File: src/rtl/ppl_pkg.sv
package ppl_pkg;

	localparam int FRAC_BITS_DEF = 16;
	localparam int NUM_W = 128;
	localparam int DIV_W = 64;
	localparam int QUO_W = 63;

	localparam int FRONT_LAT = 5;
	localparam int DIV_LAT = QUO_W + 1;
	localparam int GAP_LAT = 6;
	localparam int OUT_LAT = 4;
	localparam int LATENCY = FRONT_LAT + DIV_LAT + GAP_LAT + DIV_LAT + OUT_LAT;

	localparam logic signed [63:0] S64_MIN = 64'sh8000_0000_0000_0000;
	localparam logic signed [63:0] S64_MAX = 64'sh7fff_ffff_ffff_ffff;

	typedef struct packed {
		logic signed [31:0] px;
		logic signed [31:0] py;
		logic signed [31:0] ox;
		logic signed [31:0] oy;
		logic signed [31:0] gap;
		logic               dxneg;
		logic               dyneg;
		logic               dir_ok;
		logic               negx;
		logic               negy;
	} ctx_t;

	typedef struct packed {
		logic signed [63:0] prx;
		logic signed [63:0] pry;
		logic               skip;
		logic               dir_ok;
		logic               negx;
		logic               negy;
	} gap_ctx_t;

	localparam int CTX_W = $bits(ctx_t);
	localparam int GAP_CTX_W = $bits(gap_ctx_t);

	function automatic logic signed [63:0] sat_add(input logic signed [63:0] a,
			input logic signed [63:0] b);
		logic signed [64:0] s;
		s = {a[63], a} + {b[63], b};
		if (s[64] != s[63]) begin
			sat_add = s[64] ? S64_MIN : S64_MAX;
		end else begin
			sat_add = s[63:0];
		end
	endfunction

	function automatic logic signed [63:0] sat_sub(input logic signed [63:0] a,
			input logic signed [63:0] b);
		logic signed [64:0] s;
		s = {a[63], a} - {b[63], b};
		if (s[64] != s[63]) begin
			sat_sub = s[64] ? S64_MIN : S64_MAX;
		end else begin
			sat_sub = s[63:0];
		end
	endfunction

	function automatic logic signed [63:0] sat_quot(input logic neg, input logic ovf,
			input logic [QUO_W-1:0] q);
		logic signed [63:0] m;
		m = {1'b0, q};
		if (ovf) begin
			sat_quot = neg ? S64_MIN : S64_MAX;
		end else begin
			sat_quot = neg ? -m : m;
		end
	endfunction

	function automatic logic [63:0] mag64(input logic signed [63:0] v);
		mag64 = v[63] ? (~v + 64'd1) : v;
	endfunction

endpackage

File: src/rtl/ppl_out.sv
module ppl_out #(
	parameter int FRAC_BITS = ppl_pkg::FRAC_BITS_DEF
) (
	input  logic                          clk,
	input  logic                          arst_n,
	input  logic                          in_valid,
	input  logic [ppl_pkg::QUO_W-1:0]     quo_x,
	input  logic [ppl_pkg::QUO_W-1:0]     quo_y,
	input  logic                          ovf_x,
	input  logic                          ovf_y,
	input  ppl_pkg::gap_ctx_t             gctx,
	output logic                          done,
	output logic signed [31:0]            proj_x,
	output logic signed [31:0]            proj_y,
	output logic                          valid_res
);

	localparam int ISHIFT = 32 - FRAC_BITS;
	localparam logic [63:0] HALF = 64'd1 << (ISHIFT - 1);

	logic vld_s1, vld_s2, vld_s3, vld_s4;
	logic signed [63:0] sx_s1, sy_s1, rx_s2, ry_s2;
	ppl_pkg::gap_ctx_t gctx_s1;
	logic ok_s2, ok_s3;
	logic [63:0] mx_s3, my_s3;
	logic nx_s3, ny_s3;
	logic [63:0] rndx, rndy;
	logic [31:0] ox_c, oy_c;

	logic signed [31:0] proj_x_s4, proj_y_s4;
	logic valid_s4;

	function automatic logic [31:0] clamp_out(input logic neg, input logic [63:0] r);
		if (!neg) begin
			clamp_out = (r > 64'h7fff_ffff) ? 32'h7fff_ffff : r[31:0];
		end else begin
			clamp_out = (r > 64'h8000_0000) ? 32'h8000_0000 : (~r[31:0] + 32'd1);
		end
	endfunction

	always_comb begin
		rndx = (mx_s3 + HALF) >> ISHIFT;
		rndy = (my_s3 + HALF) >> ISHIFT;
		ox_c = clamp_out(nx_s3, rndx);
		oy_c = clamp_out(ny_s3, rndy);
	end

	always_ff @(posedge clk or negedge arst_n) begin
		if (!arst_n) begin
			vld_s1 <= 1'b0;
			vld_s2 <= 1'b0;
			vld_s3 <= 1'b0;
			vld_s4 <= 1'b0;
		end else begin
			vld_s1 <= in_valid;
			vld_s2 <= vld_s1;
			vld_s3 <= vld_s2;
			vld_s4 <= vld_s3;
		end
	end

	always_ff @(posedge clk) begin
		sx_s1 <= ppl_pkg::sat_quot(gctx.negx, ovf_x, quo_x);
		sy_s1 <= ppl_pkg::sat_quot(gctx.negy, ovf_y, quo_y);
		gctx_s1 <= gctx;

		rx_s2 <= gctx_s1.skip ? gctx_s1.prx : ppl_pkg::sat_sub(gctx_s1.prx, sx_s1);
		ry_s2 <= gctx_s1.skip ? gctx_s1.pry : ppl_pkg::sat_sub(gctx_s1.pry, sy_s1);
		ok_s2 <= gctx_s1.dir_ok;

		mx_s3 <= ppl_pkg::mag64(rx_s2);
		my_s3 <= ppl_pkg::mag64(ry_s2);
		nx_s3 <= rx_s2[63];
		ny_s3 <= ry_s2[63];
		ok_s3 <= ok_s2;

		proj_x_s4 <= ok_s3 ? ox_c : 32'sd0;
		proj_y_s4 <= ok_s3 ? oy_c : 32'sd0;
		valid_s4 <= ok_s3;
	end

	assign done = vld_s4;
	assign proj_x = proj_x_s4;
	assign proj_y = proj_y_s4;
	assign valid_res = valid_s4;

endmodule

File: config.mk
export PLATFORM = sky130hd
export DESIGN_NAME = ppl_out
export DESIGN_NICKNAME = d
export VERILOG_FILES = /design/src/rtl/ppl_pkg.sv /design/src/rtl/ppl_out.sv
export SDC_FILE = /design/constraint.sdc
export NUM_CORES = 1
export LEC_CHECK = 0
export BUFFER_PORTS_ARGS = -buffer_cell sky130_fd_sc_hd__buf_2
export CORE_MARGIN = 2
export CORE_UTILIZATION = 30
export DETAILED_ROUTE_END_ITERATION = 10
export GPL_ROUTABILITY_DRIVEN = 0
export PLACE_DENSITY = 0.56
export REMOVE_ABC_BUFFERS = 1
export SLEW_MARGIN = 10
export SYNTH_ARGS = -nofsm -noshare
export SYNTH_HDL_FRONTEND = slang
export SYNTH_SLANG_ARGS = --single-unit
export TNS_END_PERCENT = 20
File: constraint.sdc
create_clock -name clk -period 12 [get_ports clk]
set_input_delay 2.4 -clock clk [delete_from_list [all_inputs] [get_ports clk]]
set_output_delay 2.4 -clock clk [all_outputs]
set_load 0.02 [all_outputs]
==> flow_summary.yaml, run 1 <==
pwr:
  comb_power_share_pct: 26.3
  p_switching_w: 0.00212
  pwr-share-seq_pct: 38.2
  internal_power_w: 0.00420
  power_density_nw_per_um2: 168
  ir_worst_vdd_mv: 0.101
  clockPowerShare_pct: 35.5
  power_leakage_nw: 15.5
  p_sw_share_pct: 33.5
final_layout:
  layoutNonFillerInstCount: 5730
  fill_cells: 11100
  layout_common_cells: "552 x dfxtp_1, 353 x a21oi_1, 328 x buf_2"
  final_common_cell: "dfxtp_1"
  final_net_count: 4656
  fin_area_um2: 37600
  drive_gt1_share_pct: 12.6
  area_delta_synth_final_pct: 16.8
clock_network:
  cts_buffer_depth: 3
  ctsHtreeMaxLevel: 3
  cts_resized: 0
  cts_setup_buffers: 0
  clock_latency_ps: 630
  cts-buffers-inserted: 71
  ctsHoldBuffers: 0
  clkTransAtPathRegs_ps: 70
  clock_sink_count: 557
  cts_tree: "done"
  cts-root-buf: "clkbuf_16"
sta:
  worst_pin_slew_ps: 1080
  layout_min_cycle_time_ps: 6080
  fmax_mhz: 164
  setup_violations: 0
  setup_ws_ps: 5920
  timing.final.crit_share_pct: 50.7
  tns_ps: 0
  hold_viol_final: 0
  rsz0062_at_grt: "false"
  slew_headroom_pct: 27.7
  fin_worst_skew_ps: 32.5
  slew_viol_final: 0
global_route:
  grt_pass1_vias: 27800
  grt.total_usage_pct: 18.4
  grt_max_degree: 74
  grt_use_met1_pct: 25.9
  met3_usage_pct: 3.26
  grt.busiest_layer: "met2"
  antenna_found_initial: 22
  met2_usage_pct: 27.6
  grt_pass1_wl_um: 161000
  overflow: 0
logic_synthesis:
  ys.flop_type: "dfxtp_1"
  synth_top_cells_by_area: "dfxtp_1 34%, xnor2_1 6.1%, a21oi_1 5.5%"
  yosys.area.top_type: "dfxtp_1"
  avgSynthCellArea_um2: 7.98
  netlist_area_um2: 32200
  synth_cell_types: 79
  synth_edf_count: 0
  yosysSeqAreaShare_pct: 34.7
  ys_ff_latch: 557
  yosys_warnings: 0
  yosys.area.top_type_share_pct: 34.4
  syn-instance-count: 4031
  synth_async_sr_flop_share_pct: 0.718
drt:
  final_antenna_net_count: 0
  drt-total-wl_um: 105000
  drt-initial-drc-count: 2410
  drc: 0
  vias: 29900
  wire_per_inst_um: 18.3
  vias_per_cell: 5.22
  drt-pass1-iter-count: 5
worst_hold_path:
  hp-class: "reg -> reg"
flow_run:
  drv_cap: 0
worst_setup_path:
  crit_fanout: 6
  crit_type: "in -> reg"
  crit_required_ps: 12450
  end_kind: "flop"
  crit_arrival_ps: 6540
  critPathLaunchType: "input port"
floorplanning:
  core_region_area_um2: 107000
  io_pins: 329
  die_y_um: 331
  start_util_pct: 30.1
  rows: 120
  die_w_um: 331
  fp.dieArea_um2: 110000
placement:
  portBuffers: 328
  dpl.cell_count: 5585
  pre_cts_slack_ps: 5440
  placed_cell_area_um2: 35100
  hpwlAfterDp_um: 80600
outcome:
  outcome: "complete, no violations"
## final timing paths
check	to	slack, ps	cells after the start	startpoint
max	sy_s1[59]	5920	12	quo_y[8]
min in group asynchronous	vld_s3	1570	1	arst_n
max in group asynchronous	done	10310	1	arst_n
min reg2reg	ok_s3	330	0	ok_s2
max reg2reg	ry_s2[19]	6290	16	gctx_s1[4]
min	ok_s3	330	0	ok_s2
## state kept, by name (all words and copies together), names as in the netlist
name / flops
gctx_s1: 130
rx_s2: 64
ry_s2: 64
sx_s1: 64
sy_s1: 64
mx_s3: 49
my_s3: 49
proj_x: 32
proj_y: 32
done: 1
nx_s3: 1
ny_s3: 1
ok_s2: 1
ok_s3: 1
valid_res: 1
vld_s1: 1
vld_s2: 1
vld_s3: 1
## synthesized netlist by cell type, types with 7 or more instances
cell       instances
a211oi_1          41
a21boi_0          14
a21o_1            91
a21oi_1          355
a221oi_1          12
a2bb2oi_1         79
a311oi_1           7
a31o_2            12
a31oi_1           55
and2_1            28
and3_1            52
and4_1            19
buf_1             10
clkbuf_1         196
dfxtp_1          553
ha_1             136
inv_1            227
mux2_2             8
mux2i_1           54
nand2_1          315
nand2b_1          39
nand3_1          112
nand3b_1          10
nand4_1           65
nor2_1           323
nor2b_1           18
nor3_1           130
nor3b_1           10
nor4_1            52
o211ai_1          26
o21a_1            32
o21ai_0          255
o21bai_1          27
o22a_1            25
o22ai_1           68
o31a_1            11
o31ai_1           36
o41ai_1            8
or2_2             21
or3_1             63
or4_1             26
xnor2_1          224
xor2_1            88
## cell type report
type,count,area [um2],share of cell area (%)
Antenna cell,19,47.5,0.127
Clock buffer,95,2030,5.40
Clock inverter,31,443,1.18
Inverter,232,872,2.32
Multi-Input combinational cell,3035,19400,51.6
Sequential cell,557,11200,29.7
Tap cell,1403,1760,4.67
Timing Repair Buffer,358,1870,4.97
## per-layer routing
layer  vias to the layer above  part of all wire, %
li1                      15000                    -
met1                     13800                   48
met2                       914                   43
met3                       172                  6.1
met4                         6                  3.2
met5                         -                0.030
## power groups by stage
stage	sequential (W)	clock [W]	combinational (W)
2_1_floorplan	0.00240	0	0.00115
6_report	0.00241	0.00225	0.00166
3_5_place_dp	0.00245	0	0.00164
5_1_grt	0.00245	0.00238	0.00185
3_3_place_gp	0.00245	0	0.00163
4_1_cts	0.00241	0.00230	0.00165
## per-stage QoR
step | total power, W | utilization, % | hold WS, ps
after CTS | 0.00636 | 35.2 | 332
after global placement | 0.00408 | 32.8 | 312
final | 0.00632 | 35.2 | 329
after global routing | 0.00668 | 35.2 | 333
after floorplan | 0.00355 | - | 310
after detailed placement | 0.00409 | 32.8 | 316
## critical path, cell delays in order
cell and delay (ps):
buf_2 120, nor4_1 840, nand4_1 420, or3_1 510
or2_2 330, nor2_1 290, nand3b_1 210, or3_1 430
or3_1 410, nor3_1 200, mux2i_1 240, o22ai_1 110
## kinds of logic (layout without fill, tap and decap cells)
family	after synthesis	after routing	synth area share, %
AOI/OAI and AO/OA	1207	1207	23.9
xor gates and xnor gates	312	312	8.50
adders and majority gates	143	143	5.57
buffers and inverters	439	716	5.13
DFF	557	557	34.7
muxes	62	62	1.96
other	0	19	0
and+or+nand+nor	1311	1311	20.2
No activity file was read; power rests on OpenSTA's default activity.
==> inputs of run 2 (changes only) <==
--- a/config.mk
+++ b/config.mk
@@ -10,7 +10,7 @@
 export CORE_UTILIZATION = 30
 export DETAILED_ROUTE_END_ITERATION = 10
 export GPL_ROUTABILITY_DRIVEN = 0
-export PLACE_DENSITY = 0.56
+export PLACE_DENSITY = 0.58
 export REMOVE_ABC_BUFFERS = 1
 export SLEW_MARGIN = 10
 export SYNTH_ARGS = -nofsm -noshare
==> constraint.sdc (replaced) <==
create_clock -name clk -period 5.32 [get_ports clk]
set_input_delay 1.064 -clock clk [delete_from_list [all_inputs] [get_ports clk]]
set_output_delay 1.064 -clock clk [all_outputs]
set_load 0.02 [all_outputs]
==> flow_summary.yaml, run 2 (synthesis results as in run 1) <==
final_layout:
  final_net_count: 4680
  fill_cells: 11100
  largest_reg_flops: 130
  drive_gt1_share_pct: 13.1
  top_register: "gctx_s1"
  layout_common_cells: "552 x dfxtp_1, 353 x a21oi_1, 328 x buf_2"
  area_delta_synth_final_pct: 17.3
  final_common_cell: "dfxtp_1"
sta:
  rsz0062_at_grt: "false"
  layout_min_cycle_time_ps: 4750
  fmax_mhz: 210
  slew_headroom_pct: 35.7
  fin_worst_skew_ps: 41.3
  timing.final.crit_share_pct: 89.3
  setup_violations: 0
  hold_viol_final: 0
  setup_ws_ps: 568
  slew_viol_final: 0
  holdWs_ps: 224
  worst_pin_slew_ps: 958
drt:
  final_antenna_net_count: 0
  vias_per_cell: 5.26
  vias: 30300
  drt-pass1-iter-count: 7
  drc: 0
  drt-total-wl_um: 104000
  wl_met1_um: 48100
  drt-initial-drc-count: 2379
  top_layer_used: "met5"
  wire_per_inst_um: 18.1
  met2_length_um: 46100
  routed-wl-met3_um: 6320
clock_network:
  ctsHoldBuffers: 0
  cts_buffer_depth: 3
  cts_setup_buffers: 0
  cts-buffers-inserted: 68
  clock_sink_count: 557
  clock_latency_ps: 640
  ctsHtreeMaxLevel: 3
  clkTransAtPathRegs_ps: 60
  cts-root-buf: "clkbuf_16"
  cts_tree: "done"
  cts_resized: 0
floorplanning:
  core_region_area_um2: 107000
  fp.dieArea_um2: 110000
  rows: 120
  die_y_um: 331
  io_pins: 329
  start_util_pct: 30.1
  die_w_um: 331
worst_setup_path:
  crit_fanout: 22
  crit_type: "reg -> reg"
  crit_required_ps: 5870
  worst_path_max_delay_cell: "nor3_1"
  slowest_delay_ps: 590
  end_kind: "flop"
  cp_cell_sequence: "ha_1, and3_1, nand3_1, nor3_1, buf_4, nand3_1, or4_1, o21ai_0, o211ai_1, nor3_1, nor2b_1, buf_4, and2_0, a221o_1"
  crit_arrival_ps: 5300
  crit_family: "simple AND/OR/NAND/NOR gates"
  worst-path-buf-inv: 2
  critPathLaunchType: "flop"
pwr:
  power_leakage_nw: 15.6
  power_density_nw_per_um2: 375
  ir_worst_vdd_mv: 0.205
worst_hold_path:
  hp-class: "in -> async"
global_route:
  grt.total_usage_pct: 18.3
  overflow: 0
  grt_pass1_wl_um: 160000
  antenna_found_initial: 22
  grt_max_degree: 72
  grt_pass1_vias: 27800
placement:
  hpwlAfterDp_um: 81100
  portBuffers: 328
  pre_cts_slack_ps: 407
flow_run:
  drv_cap: 0
outcome:
  outcome: "complete, no violations"
==> run 2: cell types whose count changed in the layout (fill, tap and decap cells not counted), sizes merged <==
cell / change
bufinv: +2
inv: -3
diode: +3
clkinv: +6
clkbuf: -9
clkinvlp: +2
buf: +27
==> run 2: worst reg2reg max path: cells and delay by family (launching register included) <==
family,cells,cell delay (ps)
and+or+nand+nor,8,2910
DFF,1,430
adders and majority gates,1,360
buffers and inverters,2,530
AOI/OAI and AO/OA,3,440
==> run 2: final cells by class <==
type                    instances  area [um2]  area share (%)
multi-input cells            3035       19400            51.4
flip-flops and latches        557       11200            29.6
repair buffers                385        2090            5.55
clock buffers                  86        1850            4.90
well taps                    1403        1760            4.65
inverters                     232         872            2.31
clock inverters                38         539            1.43
diodes                         22        55.1           0.146
==> run 2: final timing paths <==
check,from,end,slack [ps],cells past startpoint
worst max-delay path,mx_s3[16],proj_x[27],570,14
min in group clk,ok_s2,ok_s3,330,0
max in group asynchronous,arst_n,vld_s2,4980,1
worst max register to register,mx_s3[16],proj_x[27],570,14
worst min-delay path,arst_n,vld_s1,220,1
worst min register to register,ok_s2,ok_s3,330,0
==> run 2: per-layer routing <==
metal	global-route usage (%)	up-vias
li1	-	15000
met2	28.4	988
met3	2.77	173
met1	25.0	14100
met5	0	-
met4	7.82	2
==> run 2: per-stage QoR <==
stage / utilization, % / cell area (um2) / total power [W] / TNS [ps] / cells
CTS: 35.3 / 37700 / 0.0143 / 0 / 5736
detailed placement: 33.0 / 35300 / 0.00925 / 0 / 5612
floorplan: - / 31400 / 0.00801 / -15050 / 3824
global route: 35.3 / 37700 / 0.0150 / 0 / 5755
finish: 35.3 / 37700 / 0.0142 / 0 / 5758
global placement: 33.0 / 35300 / 0.00921 / 0 / 5612
==> run 2: report_power, final <==
part           switching [W]  internal [W]  leakage (nW)
logic                0.00221       0.00155          9.76
clock network        0.00192       0.00302          1.16
registers           0.000641       0.00482          4.71
total                0.00477       0.00939          15.6
==> inputs of run 3 (changes only) <==
--- a/config.mk
+++ b/config.mk
@@ -11,7 +11,6 @@
 export DETAILED_ROUTE_END_ITERATION = 10
 export GPL_ROUTABILITY_DRIVEN = 0
 export PLACE_DENSITY = 0.58
-export REMOVE_ABC_BUFFERS = 1
 export SLEW_MARGIN = 10
 export SYNTH_ARGS = -nofsm -noshare
 export SYNTH_HDL_FRONTEND = slang
==> flow_summary.yaml, run 3 (synthesis results as in run 1) <==
outcome:
  outcome: "complete, no violations"
sta:
  setup_violations: 0
  hold_viol_final: 0
  slew_headroom_pct: 19.1
  slew_viol_final: 0
  fin_worst_skew_ps: 21.3
  fmax_mhz: 213
  rsz0062_at_grt: "false"
  timing.final.crit_share_pct: 88.1
  worst_pin_slew_ps: 1210
  layout_min_cycle_time_ps: 4690
  tns_ps: 0
clock_network:
  cts_buffer_depth: 3
  cts_tree: "done"
  ctsHoldBuffers: 0
  clock_sink_count: 557
  cts_resized: 0
  clkTransAtPathRegs_ps: 60
  clock_latency_ps: 640
  cts_setup_buffers: 0
  cts-root-buf: "clkbuf_16"
  cts-buffers-inserted: 67
  ctsHtreeMaxLevel: 3
flow_run:
  drv_cap: 0
worst_setup_path:
  worst_path_max_delay_cell: "or4b_4"
  crit_required_ps: 5860
  slowest_delay_ps: 610
  cp_cell_sequence: "nor4_1, nand4_1, or4b_4, or4_4, or4_4, or4_4, or4_4, or3_4, or4b_4, nor3b_1"
  path_common_cell: "or4_4"
  critPathLaunchType: "flop"
  end_kind: "flop"
  r2r-start: "ry_s2[8]"
  crit_arrival_ps: 5230
  crit_start: "ry_s2[8]"
  regToRegSetupSlack_ps: 630
  crit_fanout: 6
  crit_type: "reg -> reg"
logic_synthesis:
  syn_nets: 4432
drt:
  vias: 30300
  drt-initial-drc-count: 2423
  vias_per_cell: 5.26
  top_layer_used: "met5"
  final_antenna_net_count: 0
  drt-total-wl_um: 105000
  met2_length_um: 45600
  wl_met1_um: 49400
  routed-wl-met3_um: 6530
  wire_per_inst_um: 18.2
  drc: 0
  drt-pass1-iter-count: 6
floorplanning:
  die_y_um: 331
  die_w_um: 331
  io_pins: 329
  core_region_area_um2: 107000
  rows: 120
  fp.dieArea_um2: 110000
  start_util_pct: 30.1
final_layout:
  multiInputGateArea_um2: 19400
  top_register: "gctx_s1"
  largest_reg_flops: 130
  final_common_cell: "dfxtp_1"
  drive_gt1_share_pct: 13.2
  fill_cells: 11100
  area_delta_synth_final_pct: 17.6
  layout_common_cells: "552 x dfxtp_1, 353 x a21oi_1, 328 x buf_2"
  final_net_count: 4689
  register_area_um2: 11200
  final_util_pct: 35.4
global_route:
  grt_max_degree: 76
  grt.total_usage_pct: 18.4
  grt_pass1_wl_um: 161000
  overflow: 0
  antenna_found_initial: 31
  grt_pass1_vias: 27800
pwr:
  power_density_nw_per_um2: 378
  power_leakage_nw: 15.7
  ir_worst_vdd_mv: 0.237
placement:
  portBuffers: 328
  hpwlAfterDp_um: 82600
worst_hold_path:
  hp-class: "in -> async"
run 3: power breakdown:
group          leakage (nW)  switching, W  internal, W
logic                  9.81       0.00221      0.00158
clock network          1.19       0.00193      0.00310
registers              4.71      0.000656      0.00482
run 3: worst paths after layout:
check / to / cells past startpoint
min in group clk: ok_s2 / 0
hold / removal: vld_s3 / 1
hold reg to reg: ok_s2 / 0
setup / recovery: my_s3[63] / 10
setup reg to reg: my_s3[63] / 10
max in group asynchronous: done / 1
run 3: area by class of cell:
class                           instances  area share, %
Sequential cell                       557           29.5
Clock inverter                         31           1.34
Clock buffer                           91           5.08
Multi-Input combinational cell       3035           51.2
Inverter                              232           2.31
Timing Repair Buffer                  395           5.74
Antenna cell                           16          0.106
Tap cell                             1403           4.64
run 3: critical path, delay by kind of cell, from the launching register on:
kind / cells / cell delay, ps
flops: 1 / 290
simple gates: 10 / 4320
run 3: through the flow:
step	std cells	instance area [um2]	hold slack [ps]	total power [W]	setup slack [ps]
finish	5760	37800	220	0.0143	634
global route	5758	37800	200	0.0151	314
CTS	5744	37800	178	0.0144	599
detailed placement	5622	35300	317	0.00928	472
global placement	5622	35300	312	0.00925	488
floorplan	4031	32200	310	0.00809	659
run 3: per-layer routing:
layer / global-route usage, % / vias to the layer above
met3: 3.31 / 180
met5: 0 / -
met1: 25.5 / 14100
li1: - / 15000
met4: 6.59 / 6
met2: 28.3 / 949
